<file path="config.mk">
export PLATFORM = sky130hd
export DESIGN_NAME = thermal_false_colour_map
export DESIGN_NICKNAME = d
export VERILOG_FILES = /design/src/hdl/tfcm_pkg.sv /design/src/hdl/thermal_false_colour_map.sv /design/src/hdl/tfcm_ctrl.sv /design/src/hdl/tfcm_dp.sv
export SDC_FILE = /design/constraint.sdc
export NUM_CORES = 2
export LEC_CHECK = 0
export ABC_AREA = 1
export BUFFER_PORTS_ARGS = -buffer_cell sky130_fd_sc_hd__buf_2
export CAP_MARGIN = 20
export CORE_ASPECT_RATIO = 0.7
export CORE_UTILIZATION = 42
export CTS_BUF_LIST = sky130_fd_sc_hd__clkbuf_4 sky130_fd_sc_hd__clkbuf_8 sky130_fd_sc_hd__clkbuf_16
export CTS_CLUSTER_SIZE = 30
export DETAILED_ROUTE_END_ITERATION = 7
export GPL_TIMING_DRIVEN = 1
export PLACE_DENSITY_LB_ADDON = 0.12
export SYNTH_ARGS = -nofsm -noshare
export SYNTH_HDL_FRONTEND = slang
export SYNTH_HIERARCHICAL = 1
export SYNTH_SLANG_ARGS = --single-unit
</file>
<file path="constraint.sdc">
create_clock -name clk -period 23.6 [get_ports clk]
set_clock_uncertainty 0.15 [all_clocks]
set_input_delay 3.54 -clock clk [delete_from_list [all_inputs] [get_ports clk]]
set_output_delay 3.54 -clock clk [all_outputs]
set_load 0.005 [all_outputs]
</file>
<file path="src/hdl/tfcm_pkg.sv">
// tfcm_pkg: shared types and constants for the thermal false colour map
// used by tfcm_ctrl, tfcm_dp and thermal_false_colour_map; no dependencies
package tfcm_pkg;

    localparam int TEMP_W = 14;
    localparam int BP_W   = 30;        // breakpoints and v, Q16 temperatures
    localparam int DIFF_W = BP_W + 1;
    localparam int NUM_W  = DIFF_W + 9;
    localparam int REM_W  = 39;
    localparam int DSH_W  = 38;

    // span fractions in Q16
    localparam logic [15:0] FRAC_A = 16'd13900;
    localparam logic [15:0] FRAC_B = 16'd20854;
    localparam logic [15:0] FRAC_C = 16'd27800;
    localparam logic [15:0] FRAC_D = 16'd53622;

    localparam logic [7:0] TOP_FULL = 8'd255;
    localparam logic [7:0] TOP_BLUE = 8'd240;

    localparam logic signed [TEMP_W-1:0] LOW_RESET     = 14'sd4080;
    localparam logic signed [TEMP_W-1:0] HIGH_RESET    = 14'sd0;
    localparam logic signed [TEMP_W-1:0] SCALE_MIN_RST = 14'sd320;
    localparam logic signed [TEMP_W-1:0] SCALE_MAX_RST = 14'sd640;

    // register index taken from paddr[2]
    localparam logic REG_SCALE_MIN = 1'b0;
    localparam logic REG_SCALE_MAX = 1'b1;

    typedef enum logic [2:0] {
        S_IDLE,
        S_BP,
        S_SETUP,
        S_MUL,
        S_NORM,
        S_DIV,
        S_STORE,
        S_DONE
    } state_t;

    typedef enum logic [1:0] {
        CH_RED,
        CH_GREEN,
        CH_BLUE
    } chan_t;

    typedef enum logic [1:0] {
        RAMP_DIV,
        RAMP_ZERO,
        RAMP_FULL
    } ramp_mode_t;

    typedef struct packed {
        logic       load;
        logic       bp_en;
        logic [1:0] bp_idx;
        chan_t      chan;
        logic       setup_en;
        logic       mul_en;
        logic       norm_en;
        logic       div_en;
        logic       store_en;
        logic       out_load;
    } cmd_t;

    typedef struct packed {
        logic quick;    // ramp resolved without division
    } status_t;

    function automatic logic [15:0] bp_frac(input logic [1:0] idx);
        logic [15:0] f;
        unique case (idx)
            2'd0:    f = FRAC_A;
            2'd1:    f = FRAC_B;
            2'd2:    f = FRAC_C;
            default: f = FRAC_D;
        endcase
        return f;
    endfunction

endpackage

</file>
<file path="src/hdl/thermal_false_colour_map.sv">
// thermal_false_colour_map: top level with APB scale registers
// depends on tfcm_pkg, tfcm_ctrl, tfcm_dp
//
// One pixel (1/16 degree units) is taken at a time and turned into an RGB565
// ironbow colour plus the frame's running minimum and maximum. A pixel occupies
// the block from accept to the next accept: an accept state, the breakpoint
// steps, then for each of red, green and blue the setup, multiply and normalise
// states, the shared eight-step restoring divider unless the ramp is flat or
// clamped, and a store state, then a handoff state. The result sits in an
// output register, so the next pixel is taken while it waits. Scale registers
// sit at byte address 0 (scale_min, reset 320) and 4 (scale_max, reset 640);
// the user must write them only while the block is idle; it is not enforced.
module thermal_false_colour_map (
    input  logic                               clk,
    input  logic                               rst_n,
    input  logic                               psel,
    input  logic                               penable,
    input  logic                               pwrite,
    input  logic [2:0]                         paddr,
    input  logic [31:0]                        pwdata,
    output logic [31:0]                        prdata,
    output logic                               pready,
    input  logic                               in_valid,
    output logic                               in_ready,
    input  logic signed [tfcm_pkg::TEMP_W-1:0] temperature,
    input  logic                               frame_start,
    output logic                               out_valid,
    input  logic                               out_ready,
    output logic [15:0]                        colour,
    output logic signed [tfcm_pkg::TEMP_W-1:0] frame_low,
    output logic signed [tfcm_pkg::TEMP_W-1:0] frame_high
);
    import tfcm_pkg::*;

    logic signed [TEMP_W-1:0] scale_min_reg, scale_max_reg;
    logic                     wr_en;
    cmd_t                     cmd;
    status_t                  status;

    assign pready = 1'b1;
    assign wr_en  = psel && penable && pwrite && pready;

    always_ff @(posedge clk or negedge rst_n)
    begin
        if (!rst_n)
        begin
            scale_min_reg <= SCALE_MIN_RST;
            scale_max_reg <= SCALE_MAX_RST;
        end
        else if (wr_en)
        begin
            unique case (paddr[2])
                REG_SCALE_MIN: scale_min_reg <= pwdata[TEMP_W-1:0];
                default:       scale_max_reg <= pwdata[TEMP_W-1:0];
            endcase
        end
    end

    always_comb
    begin
        unique case (paddr[2])
            REG_SCALE_MIN: prdata = {{(32-TEMP_W){scale_min_reg[TEMP_W-1]}}, scale_min_reg};
            default:       prdata = {{(32-TEMP_W){scale_max_reg[TEMP_W-1]}}, scale_max_reg};
        endcase
    end

    tfcm_ctrl u_ctrl (
        .clk       (clk),
        .rst_n     (rst_n),
        .in_valid  (in_valid),
        .in_ready  (in_ready),
        .out_valid (out_valid),
        .out_ready (out_ready),
        .status    (status),
        .cmd       (cmd)
    );

    tfcm_dp u_dp (
        .clk         (clk),
        .rst_n       (rst_n),
        .cmd         (cmd),
        .status      (status),
        .scale_min   (scale_min_reg),
        .scale_max   (scale_max_reg),
        .temperature (temperature),
        .frame_start (frame_start),
        .colour      (colour),
        .frame_low   (frame_low),
        .frame_high  (frame_high)
    );

endmodule

</file>
<file path="src/hdl/tfcm_ctrl.sv">
// tfcm_ctrl: sequencer for breakpoints, per-channel ramps and result handoff
// depends on tfcm_pkg
module tfcm_ctrl (
    input  logic              clk,
    input  logic              rst_n,
    input  logic              in_valid,
    output logic              in_ready,
    output logic              out_valid,
    input  logic              out_ready,
    input  tfcm_pkg::status_t status,
    output tfcm_pkg::cmd_t    cmd
);
    import tfcm_pkg::*;

    state_t     state_reg, state_next;
    logic [2:0] step_reg, step_next;
    chan_t      ch_reg, ch_next;
    logic       out_valid_reg, out_valid_next;
    logic       out_load;

    assign out_load = (state_reg == S_DONE) && (!out_valid_reg || out_ready);

    always_comb
    begin
        state_next = state_reg;
        step_next  = step_reg;
        ch_next    = ch_reg;
        unique case (state_reg)
            S_IDLE:
            begin
                if (in_valid)
                begin
                    state_next = S_BP;
                    step_next  = 3'd0;
                end
            end
            S_BP:
            begin
                if (step_reg == 3'd3)
                begin
                    state_next = S_SETUP;
                    ch_next    = CH_RED;
                end
                else
                begin
                    step_next = step_reg + 3'd1;
                end
            end
            S_SETUP: state_next = S_MUL;
            S_MUL:   state_next = S_NORM;
            S_NORM:
            begin
                step_next  = 3'd0;
                state_next = status.quick ? S_STORE : S_DIV;
            end
            S_DIV:
            begin
                step_next = step_reg + 3'd1;
                if (step_reg == 3'd7)
                    state_next = S_STORE;
            end
            S_STORE:
            begin
                unique case (ch_reg)
                    CH_RED:
                    begin
                        ch_next    = CH_GREEN;
                        state_next = S_SETUP;
                    end
                    CH_GREEN:
                    begin
                        ch_next    = CH_BLUE;
                        state_next = S_SETUP;
                    end
                    default: state_next = S_DONE;
                endcase
            end
            S_DONE:
            begin
                if (out_load)
                    state_next = S_IDLE;
            end
            default: state_next = S_IDLE;
        endcase
    end

    always_comb
    begin
        out_valid_next = out_valid_reg;
        if (out_load)
            out_valid_next = 1'b1;
        else if (out_ready)
            out_valid_next = 1'b0;
    end

    always_comb
    begin
        cmd          = '0;
        cmd.bp_idx   = step_reg[1:0];
        cmd.chan     = ch_reg;
        cmd.load     = (state_reg == S_IDLE) && in_valid;
        cmd.bp_en    = (state_reg == S_BP);
        cmd.setup_en = (state_reg == S_SETUP);
        cmd.mul_en   = (state_reg == S_MUL);
        cmd.norm_en  = (state_reg == S_NORM);
        cmd.div_en   = (state_reg == S_DIV);
        cmd.store_en = (state_reg == S_STORE);
        cmd.out_load = out_load;
    end

    assign in_ready  = (state_reg == S_IDLE);
    assign out_valid = out_valid_reg;

    always_ff @(posedge clk or negedge rst_n)
    begin
        if (!rst_n)
        begin
            state_reg     <= S_IDLE;
            step_reg      <= 3'd0;
            ch_reg        <= CH_RED;
            out_valid_reg <= 1'b0;
        end
        else
        begin
            state_reg     <= state_next;
            step_reg      <= step_next;
            ch_reg        <= ch_next;
            out_valid_reg <= out_valid_next;
        end
    end

    // a finished result waits while the output slot stays full
    a_done_hold: assert property (@(posedge clk) disable iff (!rst_n)
        (state_reg == S_DONE && out_valid_reg && !out_ready) |=> (state_reg == S_DONE))
        else $error("result left done state while output slot full");

    a_div_len: assert property (@(posedge clk) disable iff (!rst_n)
        (state_reg == S_DIV && step_reg == 3'd7) |=> (state_reg == S_STORE))
        else $error("divider did not end after eight steps");

    a_accept_start: assert property (@(posedge clk) disable iff (!rst_n)
        (in_valid && in_ready) |=> (state_reg == S_BP && step_reg == 3'd0))
        else $error("accepted transfer did not start breakpoint pass");

    a_out_load: assert property (@(posedge clk) disable iff (!rst_n)
        out_load |=> (out_valid_reg && state_reg == S_IDLE))
        else $error("result load did not raise out_valid");

endmodule

</file>
<file path="src/hdl/tfcm_dp.sv">
// tfcm_dp: breakpoints, ramp setup, multiply, restoring divide, min/max tracking
// depends on tfcm_pkg; driven by tfcm_ctrl commands
module tfcm_dp (
    input  logic                                clk,
    input  logic                                rst_n,
    input  tfcm_pkg::cmd_t                      cmd,
    output tfcm_pkg::status_t                   status,
    input  logic signed [tfcm_pkg::TEMP_W-1:0]  scale_min,
    input  logic signed [tfcm_pkg::TEMP_W-1:0]  scale_max,
    input  logic signed [tfcm_pkg::TEMP_W-1:0]  temperature,
    input  logic                                frame_start,
    output logic [15:0]                         colour,
    output logic signed [tfcm_pkg::TEMP_W-1:0]  frame_low,
    output logic signed [tfcm_pkg::TEMP_W-1:0]  frame_high
);
    import tfcm_pkg::*;

    logic signed [TEMP_W-1:0] t_reg;
    logic signed [TEMP_W-1:0] run_low_reg, run_high_reg;
    logic signed [BP_W-1:0]   bp_reg [4];
    logic signed [DIFF_W-1:0] diff_reg, den_reg;
    logic [7:0]               top_reg;
    ramp_mode_t               mode_reg;
    logic signed [NUM_W-1:0]  num_reg;
    logic [REM_W-1:0]         rem_reg;
    logic [DSH_W-1:0]         dsh_reg;
    logic [7:0]               q_reg;
    logic [7:0]               red_reg, green_reg, blue_reg;
    logic [15:0]              colour_reg;
    logic signed [TEMP_W-1:0] low_out_reg, high_out_reg;

    function automatic logic signed [DIFF_W-1:0] sub_bp(
        input logic signed [BP_W-1:0] a,
        input logic signed [BP_W-1:0] b
    );
        return $signed({a[BP_W-1], a}) - $signed({b[BP_W-1], b});
    endfunction

    // breakpoint: smin*2^16 + span*frac, always within the 30-bit range
    logic signed [TEMP_W:0]   span;
    logic signed [31:0]       bp_prod;
    logic signed [32:0]       bp_sum;
    logic signed [BP_W-1:0]   lo, hi, v;

    assign span    = $signed({scale_max[TEMP_W-1], scale_max})
                   - $signed({scale_min[TEMP_W-1], scale_min});
    assign bp_prod = $signed({{(32-TEMP_W-1){span[TEMP_W]}}, span})
                   * $signed({16'b0, bp_frac(cmd.bp_idx)});
    assign lo      = {scale_min, 16'b0};
    assign hi      = {scale_max, 16'b0};
    assign v       = {t_reg, 16'b0};
    assign bp_sum  = $signed({{3{lo[BP_W-1]}}, lo}) + $signed({bp_prod[31], bp_prod});

    // ramp selection per channel
    logic signed [BP_W-1:0]   pa, pb, pc, pd;
    logic signed [DIFF_W-1:0] diff_sel, den_sel;
    logic [7:0]               top_sel;
    ramp_mode_t               mode_sel;

    assign pa = bp_reg[0];
    assign pb = bp_reg[1];
    assign pc = bp_reg[2];
    assign pd = bp_reg[3];

    always_comb
    begin
        diff_sel = sub_bp(v, pb);
        den_sel  = sub_bp(pc, pb);
        top_sel  = TOP_FULL;
        mode_sel = RAMP_DIV;
        unique case (cmd.chan)
            CH_RED: ;
            CH_GREEN:
            begin
                priority if (v > lo && v < pa)
                begin
                    diff_sel = sub_bp(v, lo);
                    den_sel  = sub_bp(pa, lo);
                end
                else if (v >= pa && v <= pc)
                    mode_sel = RAMP_FULL;
                else if (v > pc)
                begin
                    diff_sel = sub_bp(v, pd);
                    den_sel  = sub_bp(pc, pd);
                end
                else
                    mode_sel = RAMP_ZERO;
            end
            default:
            begin
                priority if (v <= pb)
                begin
                    diff_sel = sub_bp(v, pb);
                    den_sel  = sub_bp(pa, pb);
                end
                else if (v <= pd)
                    mode_sel = RAMP_ZERO;
                else
                begin
                    diff_sel = sub_bp(v, pd);
                    den_sel  = sub_bp(hi, pd);
                    top_sel  = TOP_BLUE;
                end
            end
        endcase
    end

    // normalize sign, detect ramps that need no division
    logic signed [NUM_W-1:0]  num_pos;
    logic [DIFF_W-1:0]        den_abs;
    logic [REM_W:0]           den_sh8;
    logic                     n_le_zero, den_zero, over;
    logic [7:0]               q_fix;

    always_comb
    begin
        num_pos   = den_reg[DIFF_W-1] ? -num_reg : num_reg;
        den_abs   = den_reg[DIFF_W-1] ? DIFF_W'(-den_reg) : DIFF_W'(den_reg);
        den_sh8   = {1'b0, den_abs, 8'b0};
        den_zero  = (den_reg == '0);
        n_le_zero = num_pos[NUM_W-1] || (num_pos == '0);
        over      = ({1'b0, num_pos[REM_W-1:0]} >= den_sh8);
        q_fix     = 8'd0;
        status.quick = 1'b1;
        priority if (mode_reg == RAMP_ZERO)
            q_fix = 8'd0;
        else if (mode_reg == RAMP_FULL)
            q_fix = TOP_FULL;
        else if (den_zero || n_le_zero)
            q_fix = 8'd0;
        else if (over)
            q_fix = top_reg;
        else
            status.quick = 1'b0;
    end

    logic [7:0] q_clamped;
    assign q_clamped = (q_reg > top_reg) ? top_reg : q_reg;

    // min/max fold of the pixel being accepted
    logic signed [TEMP_W-1:0] base_low, base_high, new_low, new_high;
    assign base_low  = frame_start ? LOW_RESET : run_low_reg;
    assign base_high = frame_start ? HIGH_RESET : run_high_reg;
    assign new_low   = (temperature < base_low) ? temperature : base_low;
    assign new_high  = (temperature > base_high) ? temperature : base_high;

    always_ff @(posedge clk or negedge rst_n)
    begin
        if (!rst_n)
        begin
            run_low_reg  <= LOW_RESET;
            run_high_reg <= HIGH_RESET;
        end
        else if (cmd.load)
        begin
            run_low_reg  <= new_low;
            run_high_reg <= new_high;
        end
    end

    always_ff @(posedge clk)
    begin
        if (cmd.load)
            t_reg <= temperature;
        if (cmd.bp_en)
            bp_reg[cmd.bp_idx] <= bp_sum[BP_W-1:0];
        if (cmd.setup_en)
        begin
            diff_reg <= diff_sel;
            den_reg  <= den_sel;
            top_reg  <= top_sel;
            mode_reg <= mode_sel;
        end
        if (cmd.mul_en)
            num_reg <= $signed({{(NUM_W-DIFF_W){diff_reg[DIFF_W-1]}}, diff_reg})
                     * $signed({{(NUM_W-8){1'b0}}, top_reg});
        if (cmd.norm_en)
        begin
            q_reg   <= q_fix;
            rem_reg <= num_pos[REM_W-1:0];
            dsh_reg <= {den_abs, 7'b0};
        end
        if (cmd.div_en)
        begin
            if (rem_reg >= {1'b0, dsh_reg})
            begin
                rem_reg <= rem_reg - {1'b0, dsh_reg};
                q_reg   <= {q_reg[6:0], 1'b1};
            end
            else
            begin
                q_reg <= {q_reg[6:0], 1'b0};
            end
            dsh_reg <= dsh_reg >> 1;
        end
        if (cmd.store_en)
        begin
            unique case (cmd.chan)
                CH_RED:   red_reg   <= q_clamped;
                CH_GREEN: green_reg <= q_clamped;
                default:  blue_reg  <= q_clamped;
            endcase
        end
        if (cmd.out_load)
        begin
            colour_reg   <= {red_reg[7:3], green_reg[7:2], blue_reg[7:3]};
            low_out_reg  <= run_low_reg;
            high_out_reg <= run_high_reg;
        end
    end

    assign colour     = colour_reg;
    assign frame_low  = low_out_reg;
    assign frame_high = high_out_reg;

    a_low_bound: assert property (@(posedge clk) disable iff (!rst_n)
        run_low_reg <= LOW_RESET)
        else $error("running minimum above its frame start value");

    a_high_bound: assert property (@(posedge clk) disable iff (!rst_n)
        run_high_reg >= HIGH_RESET)
        else $error("running maximum below its frame start value");

    a_store_hold: assert property (@(posedge clk) disable iff (!rst_n)
        cmd.div_en |=> $stable(t_reg))
        else $error("pixel changed during division");

endmodule

</file>
==> run summary <==
Number of hold violations in the final report: 0
Mapped Area: 0.04872 mm2
I/O pin cnt: 136
Setup crit end kind: register
Seq/Total Area, Yosys: 25.78%
Yosys top cell by area: edfxtp_1
R2r endpoint: u_dp/bp_reg[1][29]
Synth Flop Type: edfxtp_1
Antenna violations before repair: 7
Status: finished clean
CP startpoint kind: register
Most numerous cell in the Yosys netlist: nand2_1
Post-Syn Nets: 7043
Initial core utilization: 42.36%
First-pass GRT wire length: 263400 um
Area after DPL: 0.05078 mm2
RSZ-0062 raised after global routing: no
YS warnings: 6
CP top delay family: adder cells
FF-to-FF Start: scale_min_reg[3]
Post-route ant nets: 0
Data arrival time of the worst path: 9.93 ns
Routability cong.: 1.030
Max-slew headroom: 26.61%
Total vias in the final route: 42.83k
Flop-to-flop setup slack: 13.88 ns
Detailed placer's ending HPWL: 149300 um
Post-CTS setup buffers: 0
Unique masters post-synth: 75
CP max stage cell: dfrtp_1
CTS tree: yes
Drt total wl: 178900 um
Clk Latency, worst-skew pair: 0.66 ns
Fin crit period: 9.719 ns
Cell depth of the worst setup path: 35
Pin count of the biggest net entering global routing: 70
CP bufs+invs: 7
Worst-Margin Slew: 1.092 ns
Reg clk slew, reported paths: 0.07 ns
# diodes: 0
Post-synth ARST share: 14.71%
Syn-to-layout area delta: 8.007%
Critical path endpoint: u_dp/bp_reg[1][29]
Number of flip-flops in the largest register: 116
Yosys top cell area share: 20.77%
Post-cts sizing count: 0
Reg area: 0.01256 mm2
Bufs on Longest Clock Path: 3
Critical setup path kind: register to register
Core Region: 0.1150 mm2
Final setup fails: 0
Die Width: 409.1 um
Reg2Reg Depth: 35
Synth area leaders: edfxtp_1 21%, fa_1 15%, ha_1 12%, nand2_1 9.6%, inv_1 8.1%
Root Buffer: clkbuf_16
Critical Path Fanout Max: 6
Cell area after layout: 0.05262 mm2
Synth Register Bits: 442
Fin util: 45.75%
Residual DRC: 0
I/O Buffers: 114
Fill count: 11.71k
Wire length per cell: 22.93 um
Area of the multi-input gates: 0.03137 mm2
Hold Buf Count CTS: 0
Layout cell share with drive strength beyond 1: 5.957%
GRT overflow: 0
Vias per Instance: 5.492
Num rows: 104
Maxcap violations: 0
Worst setup path start: scale_min_reg[3]
Non-Filler Instances: 7799
Mapped Cells: 6151
Sink Count: 442
Final TNS setup: 0 ns
Fin nets: 7111
Synth cell count leaders: 1249 x nand2_1, 1055 x inv_1, 508 x nor2_1
Iteration-0 DRC count of the detailed router: 5258
Drt pass-1 iters: 6
Num CTS Buffers: 51
Max Clk Rate: 102.9 MHz
Max Slew Vio Count: 0
Placed Instances: 7700
Die H: 287.0 um
EDFF count, synth: 337
Hold WC Path Type: register to register
Mean Syn Cell Area: 7.921 um2
Crit-path max cell delay: 0.60 ns
Period utilization: 41.18%
Worst EP required: 23.81 ns
Die Area: 0.1174 mm2
Vias in the first global route: 39.93k
Total track usage: 30.28%
H-Tree Depth: 2
## metrics by stage
| step | hold WS [ns] | setup WS (ns) |
|---|---|---|
| 3_3_place_gp | 0.2530 | 14.20 |
| 5_1_grt | 0.2723 | 13.46 |
| 3_5_place_dp | 0.2545 | 14.18 |
| 2_1_floorplan | 0.2503 | 15.49 |
| 6_report | 0.2675 | 13.88 |
| 4_1_cts | 0.2663 | 14.11 |
## logic make-up after synthesis
kind of cell    share of synthesized area [%]
xor+xnor                                5.103
mux                                   0.04109
fa+ha+maj                               26.91
flops                                   25.78
simple gates                            20.15
buf+inv                                 9.931
compound gates                          12.07
other cells                          0.007697
## worst min path at each step
stage                startpoint              to  cells after the start
5_1_grt        u_dp/blue_reg[5]  u_dp/colour[2]                      0
2_1_floorplan  u_dp/blue_reg[3]  u_dp/colour[0]                      0
4_1_cts        u_dp/blue_reg[6]  u_dp/colour[3]                      0
6_report       u_dp/blue_reg[6]  u_dp/colour[3]                      0
3_5_place_dp   u_dp/blue_reg[6]  u_dp/colour[3]                      0
3_3_place_gp   u_dp/blue_reg[7]  u_dp/colour[4]                      0
## placed cells by master, fill, tap and decap left out, drive strengths merged, types with 10 or more instances in the layout
cell type and instances:
o31ai 10, fa 355, nor2 525, ha 480, a21boi 12, xnor2 90, nand3b 12, nand3 319
clkinv 23, xor2 193, dfxtp 40, or2 33, o21bai 21, a31oi 34, nor3 83, edfxtp 337
o21a 18, a21o 47, a211oi 12, nand2 1261, nor4 23, buf 157, dfstp 12, a21oi 402
dfrtp 53, nand4 54, o21ai 395, clkbuf 63, inv 1074, o211ai 55
## layout make-up
| cell class | instances | share of cell area [%] |
|---|---|---|
| multi-input combinational | 4491 | 59.62 |
| sequential | 442 | 23.87 |
| inverter | 1074 | 7.670 |
| tap | 1537 | 3.654 |
| clock buffer | 61 | 2.604 |
| timing repair buffer | 159 | 1.750 |
| clock inverter | 35 | 0.8346 |
## per-layer routing
metal / up-vias / wire length, um / global-route usage, %
li1: 20210 / - / -
met1: 20510 / 93490 / 51.41
met2: 1955 / 61320 / 36.46
met3: 152 / 21220 / 8.221
met4: 6 / 2803 / 4.738
met5: - / 34 / 0
Power is left out: the tool's default activity adds up to more than one toggle a clock period on the data nets, which glitch-free logic cannot reach.
